`config.mk`:
```
export PLATFORM = sky130hd
export DESIGN_NAME = single_wire_sensor_frame_decoder_top
export DESIGN_NICKNAME = d
export VERILOG_FILES = /design/src/rtl/core/swsfd_pkg.sv /design/src/rtl/core/swsfd_in_stage.sv /design/src/rtl/core/swsfd_frame_logic.sv /design/src/rtl/core/swsfd_out_stage.sv /design/src/rtl/core/single_wire_sensor_frame_decoder_top.sv
export SDC_FILE = /design/constraint.sdc
export NUM_CORES = 1
export LEC_CHECK = 0
export BUFFER_PORTS_ARGS = -buffer_cell sky130_fd_sc_hd__buf_2
export CAP_MARGIN = 0
export CORE_MARGIN = 2
export CORE_UTILIZATION = 25
export DETAILED_ROUTE_END_ITERATION = 7
export PLACE_DENSITY = 0.37
export SLEW_MARGIN = 10
export SYNTH_ARGS = -nofsm -noshare
export SYNTH_HDL_FRONTEND = slang
export SYNTH_SLANG_ARGS = --single-unit
```
`constraint.sdc`:
```
create_clock -name clk -period 7.45 [get_ports clk]
set_input_delay 0.3725 -clock clk [delete_from_list [all_inputs] [get_ports clk]]
set_output_delay 0.3725 -clock clk [all_outputs]
set_load 0.02 [all_outputs]
```
`src/rtl/core/swsfd_pkg.sv`:
```
// Types, constants and request codes of the single-wire sensor frame decoder.
package swsfd_pkg;

  localparam int TIME_WIDTH_DEFAULT = 32;
  localparam int TIME_FIELD_W       = 32;
  localparam int THRESH_W           = 10;
  localparam int COUNT_W            = 6;

  localparam logic [THRESH_W-1:0] THRESH_RESET = 10'd100;

  localparam logic [COUNT_W-1:0] FIRST_DATA_EDGE  = 6'd2;
  localparam logic [COUNT_W-1:0] LAST_DATA_SHIFT  = 6'd33;
  localparam logic [COUNT_W-1:0] FIRST_CHECK_EDGE = 6'd34;
  localparam logic [COUNT_W-1:0] LAST_CHECK_SHIFT = 6'd41;
  localparam logic [COUNT_W-1:0] FRAME_EDGES      = 6'd42;

  localparam logic [1:0] REQ_START  = 2'd0;
  localparam logic [1:0] REQ_EDGE   = 2'd1;
  localparam logic [1:0] REQ_FINISH = 2'd2;

  localparam logic [1:0] STATUS_OK        = 2'd0;
  localparam logic [1:0] STATUS_CORRUPTED = 2'd1;
  localparam logic [1:0] STATUS_NO_SENSOR = 2'd2;

  typedef struct packed {
    logic [1:0]              req_type;
    logic [TIME_FIELD_W-1:0] edge_time_us;
  } in_item_t;

  typedef struct packed {
    logic [7:0] humidity_int;
    logic [7:0] humidity_frac;
    logic [7:0] temperature_int;
    logic [7:0] temperature_frac;
    logic [1:0] status;
  } out_item_t;

  typedef struct packed {
    logic      emit;
    out_item_t item;
  } frame_result_t;

endpackage

```
`src/rtl/core/swsfd_in_stage.sv`:
```
// Input register stage: holds one request until the frame logic consumes it.
module swsfd_in_stage (
  input  logic                clk,
  input  logic                rst_n,
  input  logic                in_valid,
  output logic                in_ready,
  input  swsfd_pkg::in_item_t in_item,
  input  logic                consume,
  output logic                req_valid,
  output swsfd_pkg::in_item_t req_item
);

  logic                valid_r;
  logic                valid_nxt;
  swsfd_pkg::in_item_t item_r;

  // The stage can take a request when empty or when its request leaves this cycle.
  assign in_ready  = rst_n && (!valid_r || consume);
  assign valid_nxt = (in_valid && in_ready) || (valid_r && !consume);

  always_ff @(posedge clk) begin
    if (!rst_n) begin
      valid_r <= 1'b0;
    end else begin
      valid_r <= valid_nxt;
    end
  end

  always_ff @(posedge clk) begin
    if (in_valid && in_ready) begin
      item_r <= in_item;
    end
  end

  assign req_valid = valid_r;
  assign req_item  = item_r;

endmodule

```
`src/rtl/core/swsfd_frame_logic.sv`:
```
// Frame state and the per-request decode step of the sensor reply.
module swsfd_frame_logic #(
  parameter int TIME_WIDTH = swsfd_pkg::TIME_WIDTH_DEFAULT
) (
  input  logic                               clk,
  input  logic                               rst_n,
  input  logic                               cfg_we,
  input  logic [swsfd_pkg::THRESH_W-1:0]     cfg_data,
  input  logic                               step,
  input  swsfd_pkg::in_item_t                req_item,
  output swsfd_pkg::frame_result_t           result
);

  logic [swsfd_pkg::THRESH_W-1:0] thresh_r;
  logic [TIME_WIDTH-1:0]          last_edge_r, last_edge_nxt;
  logic [swsfd_pkg::COUNT_W-1:0]  count_r, count_nxt;
  logic [31:0]                    data_r, data_nxt;
  logic [7:0]                     check_r, check_nxt;
  logic                           reported_r, reported_nxt;

  logic [TIME_WIDTH-1:0] now;
  logic [TIME_WIDTH-1:0] interval;
  logic                  is_one;
  logic [4:0]            data_idx;
  logic [2:0]            check_idx;
  logic                  emit;
  logic [7:0]            byte_sum;
  logic [1:0]            status;

  assign now       = TIME_WIDTH'(req_item.edge_time_us);
  assign interval  = now - last_edge_r;
  assign is_one    = interval > TIME_WIDTH'(thresh_r);
  assign data_idx  = 5'(swsfd_pkg::LAST_DATA_SHIFT - count_r);
  assign check_idx = 3'(swsfd_pkg::LAST_CHECK_SHIFT - count_r);

  always_comb begin
    last_edge_nxt = last_edge_r;
    count_nxt     = count_r;
    data_nxt      = data_r;
    check_nxt     = check_r;
    reported_nxt  = reported_r;
    emit          = 1'b0;
    case (req_item.req_type)
      swsfd_pkg::REQ_START: begin
        last_edge_nxt = '0;
        count_nxt     = '0;
        data_nxt      = '0;
        check_nxt     = '0;
        reported_nxt  = 1'b0;
      end
      swsfd_pkg::REQ_EDGE: begin
        if (!reported_r && count_r < swsfd_pkg::FRAME_EDGES) begin
          last_edge_nxt = now;
          if (is_one) begin
            if (count_r inside {[swsfd_pkg::FIRST_DATA_EDGE:swsfd_pkg::LAST_DATA_SHIFT]}) begin
              data_nxt[data_idx] = 1'b1;
            end else if (count_r >= swsfd_pkg::FIRST_CHECK_EDGE) begin
              check_nxt[check_idx] = 1'b1;
            end
          end
          count_nxt = count_r + 6'd1;
          if (count_nxt == swsfd_pkg::FRAME_EDGES) begin
            emit = 1'b1;
          end
        end
      end
      swsfd_pkg::REQ_FINISH: begin
        if (!reported_r) begin
          emit = 1'b1;
        end
      end
      default: begin
      end
    endcase
    if (emit) begin
      reported_nxt = 1'b1;
    end
  end

  // The report is built from the state as it stands after this request.
  assign byte_sum = data_nxt[31:24] + data_nxt[23:16] + data_nxt[15:8] + data_nxt[7:0];

  always_comb begin
    if (check_nxt != byte_sum) begin
      status = swsfd_pkg::STATUS_CORRUPTED;
    end else if (count_nxt != '0) begin
      status = swsfd_pkg::STATUS_OK;
    end else begin
      status = swsfd_pkg::STATUS_NO_SENSOR;
    end
  end

  always_comb begin
    result.emit                  = emit;
    result.item.status           = status;
    if (status == swsfd_pkg::STATUS_OK) begin
      result.item.humidity_int     = data_nxt[31:24];
      result.item.humidity_frac    = data_nxt[23:16];
      result.item.temperature_int  = data_nxt[15:8];
      result.item.temperature_frac = data_nxt[7:0];
    end else begin
      result.item.humidity_int     = '0;
      result.item.humidity_frac    = '0;
      result.item.temperature_int  = '0;
      result.item.temperature_frac = '0;
    end
  end

  always_ff @(posedge clk) begin
    if (!rst_n) begin
      thresh_r    <= swsfd_pkg::THRESH_RESET;
      last_edge_r <= '0;
      count_r     <= '0;
      data_r      <= '0;
      check_r     <= '0;
      reported_r  <= 1'b0;
    end else begin
      if (cfg_we) begin
        thresh_r <= cfg_data;
      end
      if (step) begin
        last_edge_r <= last_edge_nxt;
        count_r     <= count_nxt;
        data_r      <= data_nxt;
        check_r     <= check_nxt;
        reported_r  <= reported_nxt;
      end
    end
  end

endmodule

```
`src/rtl/core/swsfd_out_stage.sv`:
```
// Result register: holds one report until the consumer takes it.
module swsfd_out_stage (
  input  logic                     clk,
  input  logic                     rst_n,
  input  logic                     step,
  input  swsfd_pkg::frame_result_t result,
  output logic                     has_room,
  output logic                     out_valid,
  input  logic                     out_ready,
  output swsfd_pkg::out_item_t     out_item
);

  logic                 valid_r;
  logic                 valid_nxt;
  logic                 load;
  swsfd_pkg::out_item_t item_r;

  assign has_room  = !valid_r || out_ready;
  assign load      = step && result.emit;
  assign valid_nxt = load || (valid_r && !out_ready);

  always_ff @(posedge clk) begin
    if (!rst_n) begin
      valid_r <= 1'b0;
    end else begin
      valid_r <= valid_nxt;
    end
  end

  always_ff @(posedge clk) begin
    if (load) begin
      item_r <= result.item;
    end
  end

  assign out_valid = valid_r;
  assign out_item  = item_r;

endmodule

```
`src/rtl/core/single_wire_sensor_frame_decoder_top.sv`:
```
// The report of a frame passes the request register and then the result register.
// Throughput: one request per cycle while the result register has room; the edge step is a single
// subtract, compare and bit set. The request register and the result register are decoupled, so a
// stalled report does not block intake until the request register is also full.
// Reset (synchronous, active low) clears the frame state and sets the threshold to 100 us.
module single_wire_sensor_frame_decoder_top #(
  parameter int TIME_WIDTH = swsfd_pkg::TIME_WIDTH_DEFAULT
) (
  input  logic                           clk,
  input  logic                           rst_n,
  input  logic                           in_valid,
  output logic                           in_ready,
  input  swsfd_pkg::in_item_t            in_item,
  output logic                           out_valid,
  input  logic                           out_ready,
  output swsfd_pkg::out_item_t           out_item,
  input  logic                           cfg_we,
  input  logic [swsfd_pkg::THRESH_W-1:0] cfg_data
);

  logic                     req_valid;
  swsfd_pkg::in_item_t      req_item;
  logic                     has_room;
  logic                     step;
  swsfd_pkg::frame_result_t result;

  assign step = req_valid && has_room;

  swsfd_in_stage u_in_stage (
    .clk       (clk),
    .rst_n     (rst_n),
    .in_valid  (in_valid),
    .in_ready  (in_ready),
    .in_item   (in_item),
    .consume   (step),
    .req_valid (req_valid),
    .req_item  (req_item)
  );

  swsfd_frame_logic #(
    .TIME_WIDTH (TIME_WIDTH)
  ) u_frame_logic (
    .clk      (clk),
    .rst_n    (rst_n),
    .cfg_we   (cfg_we),
    .cfg_data (cfg_data),
    .step     (step),
    .req_item (req_item),
    .result   (result)
  );

  swsfd_out_stage u_out_stage (
    .clk       (clk),
    .rst_n     (rst_n),
    .step      (step),
    .result    (result),
    .has_room  (has_room),
    .out_valid (out_valid),
    .out_ready (out_ready),
    .out_item  (out_item)
  );

endmodule

```
==> metrics.cfg, run 1 <==
[outcome]
run_status=finished with violations
failed_checks=setup timing

[timing]
slew-limit-headroom_pct=21.4
clock.fmax_ghz=0.132
slew_violations=0
final.period_utilization_pct=102
layout_setup_ws_ns=-0.138
worst_slew_pin_slew_ns=1.18
final.setup.tns_ns=-1.34
post-route-min-period_ns=7.59
grt_setup_unrepaired=yes
clock_skew_ns=0.0127
setup_viol=18
final-hold-violation-count=0

[final_layout]
fillCellCount=4332
post_route_cells_drive_above_1_share_pct=28.0
final_nets=1453
area_growth_pct=31.2
area_taken_by_flip_flops_and_latches_um2=3860
multiInputGateArea_um2=6360
insertedDiodeCount=0

[die]
placement_rows=74
dieWidth_um=207
io-pin-count=85
die_h_um=207
initial_utilization_pct=25.3
coreArea_um2=40700
die_area_um2=42800

[clocking]
tritoncts_buffers=17
tritoncts_num_sinks=159
clkTransAtPathRegs_ns=0.07
clock_tree.root_cell=sky130_fd_sc_hd__clkbuf_16
cts_max_level=4
worstSkewPairLatency_ns=0.44
clockBufferDepth=2
tritoncts_clock_tree=built
cts_hold_buffers=0

[global_routing]
grt_first_pass_wirelength_mm=51.1
first_global_vias=8985
grt-ovfl-total=0
grt_antenna_before_repair=0
largest_net_degree_at_the_start_of_global_routing=93
global_route.usage.total_pct=15.6

[detailed_routing]
route.antenna.remaining_nets=0
drc_violations_left=0
detail_route.wirelength_mm=32.3
dr_total_vias=8919
drt-vias-per-instance=4.76
drt_first_iter_violations=448
detailedRoute.firstPassIterationCount=6
detail_route.wl_per_cell_um=17.2

[placement]
number_of_input_and_output_port_buffers_inserted=84
place_congestion=0.855
detailedPlacementHpwl_mm=23.7

[pwr]
vdd_ir_drop_max_mv=0.146
power_report.internal_total_uw=1630
share_clk_of_total_power_pct=41.2
leakage_uw=0.00502
p_sw_uw=620
p_comb_share_pct=16.9
share_seq_of_total_power_pct=41.9
power.density_nw_per_um2=167
power.switching_fraction_pct=27.5
fin_total_pwr_uw=2250

[synth]
synth.most_common_cell=sky130_fd_sc_hd__nand2_1
netlist.top_cell.by_area=sky130_fd_sc_hd__edfxtp_1
synth_top_area_share_pct=19.8
synth.avg_cell_area_um2=9.17
ffs_latches_synth=159
syn-cell-area_um2=10300
postSynthCellCount=1123
post_synth_most_frequent_cells=126 x sky130_fd_sc_hd__nand2_1, 91 x sky130_fd_sc_hd__dfxtp_1, 68 x sky130_fd_sc_hd__edfxtp_1
synth.top_cells.by_area=sky130_fd_sc_hd__edfxtp_1 20%, sky130_fd_sc_hd__dfxtp_1 18%, sky130_fd_sc_hd__ha_1 7.4%
synthesis.nets=1248
sequential_to_total_area_share_from_yosys_stat_pct=37.5
synth_cell_type_count=77
number_of_enable_flip_flop_cells_after_synthesis=68
yosys_most_used_dff=sky130_fd_sc_hd__dfxtp_1
ys_async_sr_fraction_pct=0
yosysWarningCount=0

[setup_path]
setup.worst_path.start_class=flop
timing.critical_path.slowest_cell_delay_ns=0.49
arrival_ns=7.84
critical_path_class=flop to flop
path_max_fanout=5
endpoint_kind=flop
required_ns=7.70
critical_path.slowest_cell=sky130_fd_sc_hd__fa_1

[hold_path]
worstHoldPathType=primary input to flop

[job]
max-cap-violations=0

-- sequential cells by signal, indices dropped and copies added, names as in the netlist --
register and flops:
u_out_stage.out_valid 1, u_in_stage.req_item 34, u_in_stage.req_valid 1, u_frame_logic.data_r 32, u_frame_logic.reported_r 1, u_frame_logic.last_edge_r 32, u_frame_logic.thresh_r 10, u_frame_logic.check_r 8
u_frame_logic.count_r 6, u_out_stage.out_item 34
-- cells by family after synthesis --
group                      count (synthesis)  synth area share, %
and+or+nand+nor                          409                 22.4
AOI/OAI and AO/OA                        304                 20.2
DFF                                      159                 37.5
buffers and inverters                    131                 5.35
adders and majority gates                 76                 10.3
xor gates and xnor gates                  31                 2.89
muxes                                     13                 1.28
-- power by group through the flow --
stage / Combinational [uW] / Clock [uW] / Sequential (uW)
after floorplan: 218 / 0 / 960
after global placement: 364 / 0 / 964
after detailed placement: 362 / 0 / 963
after CTS: 380 / 965 / 944
after global routing: 423 / 995 / 946
final: 382 / 929 / 944
-- worst paths after layout --
kind                                                     from                            end  slack, ns  cells past startpoint
worst min register to register  u_frame_logic.last_edge_r[23]  u_frame_logic.last_edge_r[23]       0.46                      2
worst max register to register         u_in_stage.req_item[0]       u_out_stage.out_item[20]      -0.14                     36
worst max-delay path                   u_in_stage.req_item[0]       u_out_stage.out_item[20]      -0.14                     36
worst min-delay path                              in_item[13]        u_in_stage.req_item[13]        0.1                      1
-- worst max-delay path, delay by kind of cell (launching register included) --
kind | cells | cell delay [ns]
and+or+nand+nor | 10 | 2.03
adders and majority gates | 7 | 2.32
DFF | 1 | 0.34
buffers and inverters | 4 | 0.42
xor gates and xnor gates | 2 | 0.33
AOI/OAI and AO/OA | 13 | 1.92
-- stage by stage --
stage	utilization, %	cell area (um^2)	hold WS [ns]	cells	setup slack [ns]
floorplan	-	10300	0.441	1123	0.00283
global placement	30.1	12200	0.451	1816	-0.297
detailed placement	30.1	12200	0.457	1816	-0.505
CTS	32.4	13200	0.0605	1861	-0.316
global route	33.2	13500	0.0618	1873	-0.613
finish	33.2	13500	0.0989	1873	-0.138
-- placed cells by master (no fill, tap or decap), types with 13 or more instances in the layout --
cell                        instances
sky130_fd_sc_hd__a21boi_0          34
sky130_fd_sc_hd__clkbuf_16         18
sky130_fd_sc_hd__nor2_1            50
sky130_fd_sc_hd__nor4_4            16
sky130_fd_sc_hd__fa_1              13
sky130_fd_sc_hd__buf_2             83
sky130_fd_sc_hd__nand3_1           45
sky130_fd_sc_hd__nand2_1          124
sky130_fd_sc_hd__a21o_1            17
sky130_fd_sc_hd__nor2b_1           42
sky130_fd_sc_hd__o21a_1            14
sky130_fd_sc_hd__buf_4            154
sky130_fd_sc_hd__and2_1            30
sky130_fd_sc_hd__inv_1             67
sky130_fd_sc_hd__a22oi_1           16
sky130_fd_sc_hd__edfxtp_1          68
sky130_fd_sc_hd__xnor2_1           17
sky130_fd_sc_hd__dfxtp_1           91
sky130_fd_sc_hd__a21oi_1           56
sky130_fd_sc_hd__o21ai_0           62
sky130_fd_sc_hd__ha_1              58
sky130_fd_sc_hd__nor3_1            13
-- what timing repair did --
action / in CTS / in global routing
resized for setup: 31 / 38
gates cloned: 5 / 0
buffers inserted: 8 / 15
setup endpoints to repair: 34 / 34
pin swaps: 27 / 25
hold endpoints to repair: 0 / 0
-- final cells by class --
cell class              count  share of cell area [%]
clock inverters             9                   0.982
repair buffers            249                    13.1
flip-flops and latches    159                    28.6
inverters                  67                    1.86
well taps                 532                    4.93
multi-input cells         834                    47.1
clock buffers              23                    3.46
-- routing by layer --
metal | routed length, um | global-route usage (%) | vias up
li1 | - | - | 4483
met2 | 15500 | 26.4 | 145
met3 | 981 | 2.87 | 43
met5 | 0 | 0 | -
met4 | 1140 | 6.64 | 0
met1 | 14700 | 19.4 | 4248
No activity file was read; power rests on OpenSTA's default activity.
==> run 2, diff against run 1 <==
--- a/config.mk
+++ b/config.mk
@@ -7,7 +7,6 @@
 export LEC_CHECK = 0
 export BUFFER_PORTS_ARGS = -buffer_cell sky130_fd_sc_hd__buf_2
 export CAP_MARGIN = 0
-export CORE_MARGIN = 2
 export CORE_UTILIZATION = 25
 export DETAILED_ROUTE_END_ITERATION = 7
 export PLACE_DENSITY = 0.37
==> run 2 against run 1 <==
The flow still finishes with violations (setup timing); routed wire length fell by 1.5%; via count fell by 0.49%; final area fell by 0.90%; combinational power barely moved; sequential power barely moved; critical path depth fell by 1; core utilization rose by 0.15 points; non-clock buffer count fell by 13; critical path type unchanged; largest cell class unchanged; highest routed layer unchanged.
==> metrics.cfg, run 2 (same netlist as run 1, synthesis figures left out) <==
[clocking]
clock_tree.root_cell=sky130_fd_sc_hd__clkbuf_16  ; unchanged
tritoncts_buffers=17  ; unchanged
tritoncts_num_sinks=159  ; unchanged
worstSkewPairLatency_ns=0.45  ; was 0.44 ns
cts_max_level=4  ; unchanged
clockBufferDepth=2  ; unchanged
cts_hold_buffers=0  ; unchanged
clkTransAtPathRegs_ns=0.07  ; about the same
tritoncts_clock_tree=built  ; unchanged

[timing]
layout_setup_ws_ns=-0.0937  ; was -0.138 ns
final-hold-violation-count=0  ; unchanged
final.setup.tns_ns=-1.13  ; was -1.34 ns
post-route-min-period_ns=7.54  ; was 7.59 ns
clock.fmax_ghz=0.133  ; was 0.132 GHz
grt_setup_unrepaired=yes  ; unchanged
setup_viol=26  ; was 18
slew-limit-headroom_pct=22.8  ; was 21.4%
final.period_utilization_pct=101  ; was 102%
clock_skew_ns=0.0136  ; was 0.0127 ns
slew_violations=0  ; unchanged
worst_slew_pin_slew_ns=1.15  ; was 1.18 ns

[global_routing]
grt_antenna_before_repair=0  ; unchanged
largest_net_degree_at_the_start_of_global_routing=63  ; was 93
global_route.usage.total_pct=15.5  ; was 15.6%
first_global_vias=8888  ; was 8985
grt_first_pass_wirelength_mm=50.3  ; was 51.1 mm
grt-ovfl-total=0  ; unchanged

[placement]
dpl.cell_count=1800  ; was 1816
detailedPlacementHpwl_mm=23.2  ; was 23.7 mm
place_congestion=0.846  ; was 0.855
post_dp_area_um2=12200  ; about the same
number_of_input_and_output_port_buffers_inserted=84  ; unchanged

[final_layout]
fillCellCount=4245  ; was 4332
area_growth_pct=30.1  ; was 31.2%
finalInstanceArea_um2=13400  ; was 13500 um^2
utilization_pct=33.3  ; was 33.2%
post_route_cells_drive_above_1_share_pct=28.0  ; about the same
area_taken_by_flip_flops_and_latches_um2=3860  ; about the same
insertedDiodeCount=0  ; unchanged
final_nets=1441  ; was 1453
layout_commonest_cell=sky130_fd_sc_hd__buf_4  ; unchanged
commonest_cells_after_routing_fill_and_taps_aside=141 x sky130_fd_sc_hd__buf_4, 123 x sky130_fd_sc_hd__nand2_1, 90 x sky130_fd_sc_hd__dfxtp_1  ; was 154 x sky130_fd_sc_hd__buf_4, 124 x sky130_fd_sc_hd__nand2_1, 91 x sky130_fd_sc_hd__dfxtp_1
multiInputGateArea_um2=6310  ; was 6360 um^2
fin_cells=1854  ; was 1873

[detailed_routing]
detail_route.wl_per_cell_um=17.1  ; was 17.2 um
dr_total_vias=8875  ; was 8919
detail_route.wirelength_mm=31.8  ; was 32.3 mm
drt_first_iter_violations=558  ; was 448
drc_violations_left=0  ; unchanged
drt-vias-per-instance=4.79  ; was 4.76
route.antenna.remaining_nets=0  ; unchanged
detailedRoute.firstPassIterationCount=4  ; was 6

[setup_path]
required_ns=7.64  ; was 7.70 ns
arrival_ns=7.74  ; was 7.84 ns
worst_r2r_path_depth=35  ; was 36
worstPathBufferInverterCount=5  ; was 4
endpoint_kind=flop  ; unchanged
timing.critical_path.mode_cell=sky130_fd_sc_hd__a21oi_2
timing.critical_path.slowest_cell_delay_ns=0.49  ; about the same
critical_path_class=flop to flop  ; unchanged
critical_path.slowest_cell=sky130_fd_sc_hd__fa_1  ; unchanged
setup.worst_path.start_class=flop  ; unchanged
critical-path-top-delay-family=adder cells  ; unchanged
worst_r2r_dst=u_out_stage.out_item[0]  ; was u_out_stage.out_item[20]
r2r_setup_slack_ns=-0.09  ; was -0.14 ns
critical_path.startpoint=u_in_stage.req_item[0]  ; unchanged
rr_startpoint=u_in_stage.req_item[0]  ; unchanged
path_max_fanout=5  ; unchanged

[die]
die_h_um=205  ; was 207 um
io-pin-count=85  ; unchanged
dieWidth_um=205  ; was 207 um
coreArea_um2=40200  ; was 40700 um^2
die_area_um2=42000  ; was 42800 um^2
placement_rows=73  ; was 74
initial_utilization_pct=25.6  ; was 25.3%

[hold_path]
worstHoldPathType=primary input to flop  ; unchanged
hold_end=u_in_stage.req_item[23]  ; was u_in_stage.req_item[13]
timing.hold.worst.start=in_item[23]  ; was in_item[13]
hold_depth=1  ; unchanged

[pwr]
leakage_uw=0.00498  ; was 0.00502 uW
vdd_ir_drop_max_mv=0.151  ; was 0.146 mV
power.density_nw_per_um2=170  ; was 167 nW/um^2

[outcome]
run_status=finished with violations  ; unchanged
failed_checks=setup timing  ; unchanged

[job]
max-cap-violations=0  ; unchanged

run 2: cell count changes in the layout (fill, tap and decap cells not counted), moves of 4 or more:
| cell | previous run | this run |
|---|---|---|
| sky130_fd_sc_hd__a32oi_1 | 12 | 16 |
| sky130_fd_sc_hd__clkbuf_1 | 4 | 0 |
| sky130_fd_sc_hd__a21oi_1 | 56 | 51 |
| sky130_fd_sc_hd__nor4_4 | 16 | 10 |
| sky130_fd_sc_hd__a21oi_2 | 6 | 10 |
| sky130_fd_sc_hd__nor4_2 | 11 | 18 |
| sky130_fd_sc_hd__a2bb2oi_1 | 2 | 6 |
| sky130_fd_sc_hd__buf_4 | 154 | 141 |
run 2: what timing repair did:
action                                  CTS  global route
setup buffers                             8             8
pin swaps                                42            11
resized for setup                        40            24
cloned                                    4             4
endpoints found under the setup margin   34            34
run 2: worst max path at each step:
stage | end | slack (ns) | depth (start not counted)
final | u_out_stage.out_item[0] | -0.09 | 35
after global routing | u_out_stage.out_item[18] | -0.49 | 36
after CTS | u_out_stage.out_item[0] | -0.43 | 35
after detailed placement | u_out_stage.out_item[28] | -0.59 | 34
after global placement | u_out_stage.out_item[0] | -0.31 | 36
after floorplan | u_out_stage.out_item[0] | 0.003 | 35
run 2: per-layer routing:
layer  part of all wire, %  up-vias  global-route usage (%)
li1                      -     4464                       -
met1                    46     4248                    19.5
met2                    49      129                    27.0
met3                   2.7       34                    2.42
met4                   2.1        0                    5.13
met5                     0        -                       0
run 2: power by group:
group,internal (uW),switching [uW],total [uW],leakage (uW)
registers,929,14.2,944,0.00138
logic,159,220,379,0.00330
clock network,559,392,951,0.000298
run 2: layout make-up:
cell class,instances,area share (%)
multi-input combinational,835,47.2
sequential,159,28.9
tap,525,4.91
clock buffer,17,3.18
clock inverter,15,1.44
timing repair buffer,236,12.6
inverter,67,1.88
run 2: stage by stage:
| stage | setup slack [ns] | hold slack, ns | power (uW) |
|---|---|---|---|
| 2_1_floorplan | 0.00283 | 0.441 | 1180 |
| 3_3_place_gp | -0.309 | 0.450 | 1320 |
| 3_5_place_dp | -0.593 | 0.457 | 1320 |
| 4_1_cts | -0.428 | 0.0608 | 2310 |
| 5_1_grt | -0.485 | 0.0678 | 2380 |
| 6_report | -0.0937 | 0.0914 | 2270 |
==> run 3, diff against run 2 <==
--- a/config.mk
+++ b/config.mk
@@ -7,6 +7,7 @@
 export LEC_CHECK = 0
 export BUFFER_PORTS_ARGS = -buffer_cell sky130_fd_sc_hd__buf_2
 export CAP_MARGIN = 0
+export CORE_ASPECT_RATIO = 1.75
 export CORE_UTILIZATION = 25
 export DETAILED_ROUTE_END_ITERATION = 7
 export PLACE_DENSITY = 0.37
==> run 3 against run 2 <==
The flow still finishes with violations (setup timing); first-iteration DRC count decreased by 36%; core utilization decreased by 0.26 points; hold slack got worse by 0.0027 ns; global-route usage increased by 1.6 points; register-to-register slack about the same; critical endpoint is now u_out_stage.out_item[30]; combinational power increased by 5.3%; final area increased by 0.51%; maximum frequency decreased by 0.20%; die area about the same; final cell count increased by 2.9%; critical path depth increased by 1.
==> metrics.cfg, run 3 (same netlist as run 1, synthesis figures left out) <==
[outcome]
run_status=finished with violations  ; unchanged
failed_checks=setup timing  ; unchanged

[timing]
final.setup.tns_ns=-2.13  ; was -1.13 ns
final-hold-violation-count=0  ; unchanged
grt_setup_unrepaired=yes  ; unchanged
worst_slew_pin_slew_ns=1.10  ; was 1.15 ns
slew_violations=0  ; unchanged
final.period_utilization_pct=101  ; about the same
post-route-min-period_ns=7.56  ; was 7.54 ns
clock_skew_ns=0.0148  ; was 0.0136 ns
clock.fmax_ghz=0.132  ; was 0.133 GHz
holdWs_ns=0.0887  ; was 0.0914 ns
setup_viol=27  ; was 26
slew-limit-headroom_pct=27.0  ; was 22.8%
layout_setup_ws_ns=-0.108  ; was -0.0937 ns

[pwr]
fin_total_pwr_uw=2220  ; was 2270 uW
vdd_ir_drop_max_mv=0.150  ; was 0.151 mV
power.density_nw_per_um2=165  ; was 170 nW/um^2
leakage_uw=0.00504  ; was 0.00498 uW

[detailed_routing]
drt-vias-per-instance=4.80  ; was 4.79
route.antenna.remaining_nets=0  ; unchanged
dr_total_vias=9153  ; was 8875
drc_violations_left=0  ; unchanged
detail_route.wl_per_cell_um=18.5  ; was 17.1 um
detail_route.wirelength_mm=35.4  ; was 31.8 mm
detailedRoute.firstPassIterationCount=5  ; was 4
drt_first_iter_violations=357  ; was 558

[setup_path]
required_ns=7.73  ; was 7.64 ns
setup.worst_path.start_class=flop  ; unchanged
worst_r2r_path_depth=36  ; was 35
timing.critical_path.slowest_cell_delay_ns=0.54  ; was 0.49 ns
critical_path.slowest_cell=sky130_fd_sc_hd__fa_1  ; unchanged
path_max_fanout=6  ; was 5
critical_path_class=flop to flop  ; unchanged
rr_startpoint=u_in_stage.req_item[1]  ; was u_in_stage.req_item[0]
arrival_ns=7.84  ; was 7.74 ns
worst_r2r_dst=u_out_stage.out_item[30]  ; was u_out_stage.out_item[0]
r2r_setup_slack_ns=-0.11  ; was -0.09 ns
endpoint_kind=flop  ; unchanged

[placement]
place_congestion=0.874  ; was 0.846
detailedPlacementHpwl_mm=26.8  ; was 23.2 mm
post_dp_area_um2=12500  ; was 12200 um^2
number_of_input_and_output_port_buffers_inserted=84  ; unchanged

[global_routing]
grt_antenna_before_repair=0  ; unchanged
first_global_vias=9460  ; was 8888
largest_net_degree_at_the_start_of_global_routing=93  ; was 63
grt-ovfl-total=0  ; unchanged
grt_first_pass_wirelength_mm=53.8  ; was 50.3 mm
global_route.usage.total_pct=17.2  ; was 15.5%

[final_layout]
insertedDiodeCount=0  ; unchanged
fillCellCount=4344  ; was 4245
area_taken_by_flip_flops_and_latches_um2=3860  ; unchanged
layout_commonest_cell=sky130_fd_sc_hd__buf_4  ; unchanged
final_nets=1470  ; was 1441
multiInputGateArea_um2=6260  ; was 6310 um^2
finalInstanceArea_um2=13500  ; was 13400 um^2
post_route_cells_drive_above_1_share_pct=28.9  ; was 28.0%
commonest_cells_after_routing_fill_and_taps_aside=174 x sky130_fd_sc_hd__buf_4, 124 x sky130_fd_sc_hd__nand2_1, 90 x sky130_fd_sc_hd__dfxtp_1  ; was 141 x sky130_fd_sc_hd__buf_4, 123 x sky130_fd_sc_hd__nand2_1, 90 x sky130_fd_sc_hd__dfxtp_1
area_growth_pct=30.7  ; was 30.1%

[die]
coreArea_um2=40700  ; was 40200 um^2
io-pin-count=85  ; unchanged
placement_rows=98  ; was 73
die_area_um2=42000  ; about the same
dieWidth_um=155  ; was 205 um
initial_utilization_pct=25.3  ; was 25.6%
die_h_um=270  ; was 205 um

[job]
max-cap-violations=0  ; unchanged

[clocking]
worstSkewPairLatency_ns=0.45  ; about the same
cts_max_level=4  ; unchanged
tritoncts_clock_tree=built  ; unchanged
clock_tree.root_cell=sky130_fd_sc_hd__clkbuf_16  ; unchanged
tritoncts_num_sinks=159  ; unchanged
clkTransAtPathRegs_ns=0.07  ; about the same
clockBufferDepth=2  ; unchanged
tritoncts_buffers=17  ; unchanged

[hold_path]
hold_end=u_in_stage.req_item[4]  ; was u_in_stage.req_item[23]
hold_depth=1  ; unchanged
worstHoldPathType=primary input to flop  ; unchanged
timing.hold.worst.start=in_item[4]  ; was in_item[23]

run 3: changes by cell type in the layout (fill, tap and decap cells not counted), sizes merged:
| cell | delta |
|---|---|
| xnor2 | -1 |
| inv | +3 |
| o211ai | +1 |
| buf | +30 |
| bufinv | -3 |
| clkinv | -5 |
| clkbuf | +4 |
run 3: per-stage QoR:
stage	setup WS [ns]	cells	util, %
3_5_place_dp	-0.681	1859	30.6
5_1_grt	-0.571	1908	33.1
2_1_floorplan	0.00283	1123	-
4_1_cts	-0.294	1901	32.5
6_report	-0.108	1908	33.1
3_3_place_gp	-0.491	1859	30.6
run 3: area by class of cell:
type                            count  area share, %
Sequential cell                   159           28.7
Multi-Input combinational cell    835           46.5
Tap cell                          550           5.11
Clock inverter                     10          0.734
Timing Repair Buffer              265           13.6
Clock buffer                       22           3.45
Inverter                           67           1.87
run 3: worst max-delay path by stage:
stage	start	endpoint	slack (ns)	depth (start not counted)
2_1_floorplan	u_in_stage.req_item[0]	u_out_stage.out_item[0]	0.003	35
3_3_place_gp	u_in_stage.req_item[0]	u_out_stage.out_item[9]	-0.49	36
3_5_place_dp	u_in_stage.req_item[0]	u_out_stage.out_item[31]	-0.68	35
4_1_cts	u_in_stage.req_item[0]	u_out_stage.out_item[31]	-0.29	36
5_1_grt	u_in_stage.req_item[0]	u_out_stage.out_item[1]	-0.57	38
6_report	u_in_stage.req_item[1]	u_out_stage.out_item[30]	-0.11	36
run 3: where the power goes:
part           leakage, uW  switching (uW)  internal (uW)
registers          0.00138            14.1            929
clock network     0.000272             398            482
logic              0.00339             231            169
run 3: worst max-delay path: cells and delay by family, from the launching register on:
kind                     cells  cell delay [ns]
AND/OR/NAND/NOR             10             1.99
AO/OA/AOI/OAI               13             1.94
adder cells (fa/ha/maj)      6             2.18
flip-flops                   1             0.38
buffers and inverters        5             0.58
XOR/XNOR                     2             0.31
run 3: per-layer routing:
metal	GRT usage [%]	vias to the layer above	part of all wire (%)
li1	-	4520	-
met3	2.31	70	1.7
met1	14.9	4402	34
met5	0	-	0
met2	36.1	161	60
met4	9.18	0	5.0
run 3: what timing repair did:
item,in CTS,in global routing
setup endpoints to repair,34,34
gates cloned,1,1
resized for setup,25,33
pin swaps,25,33
buffers inserted,10,6
hold buffers,0,0
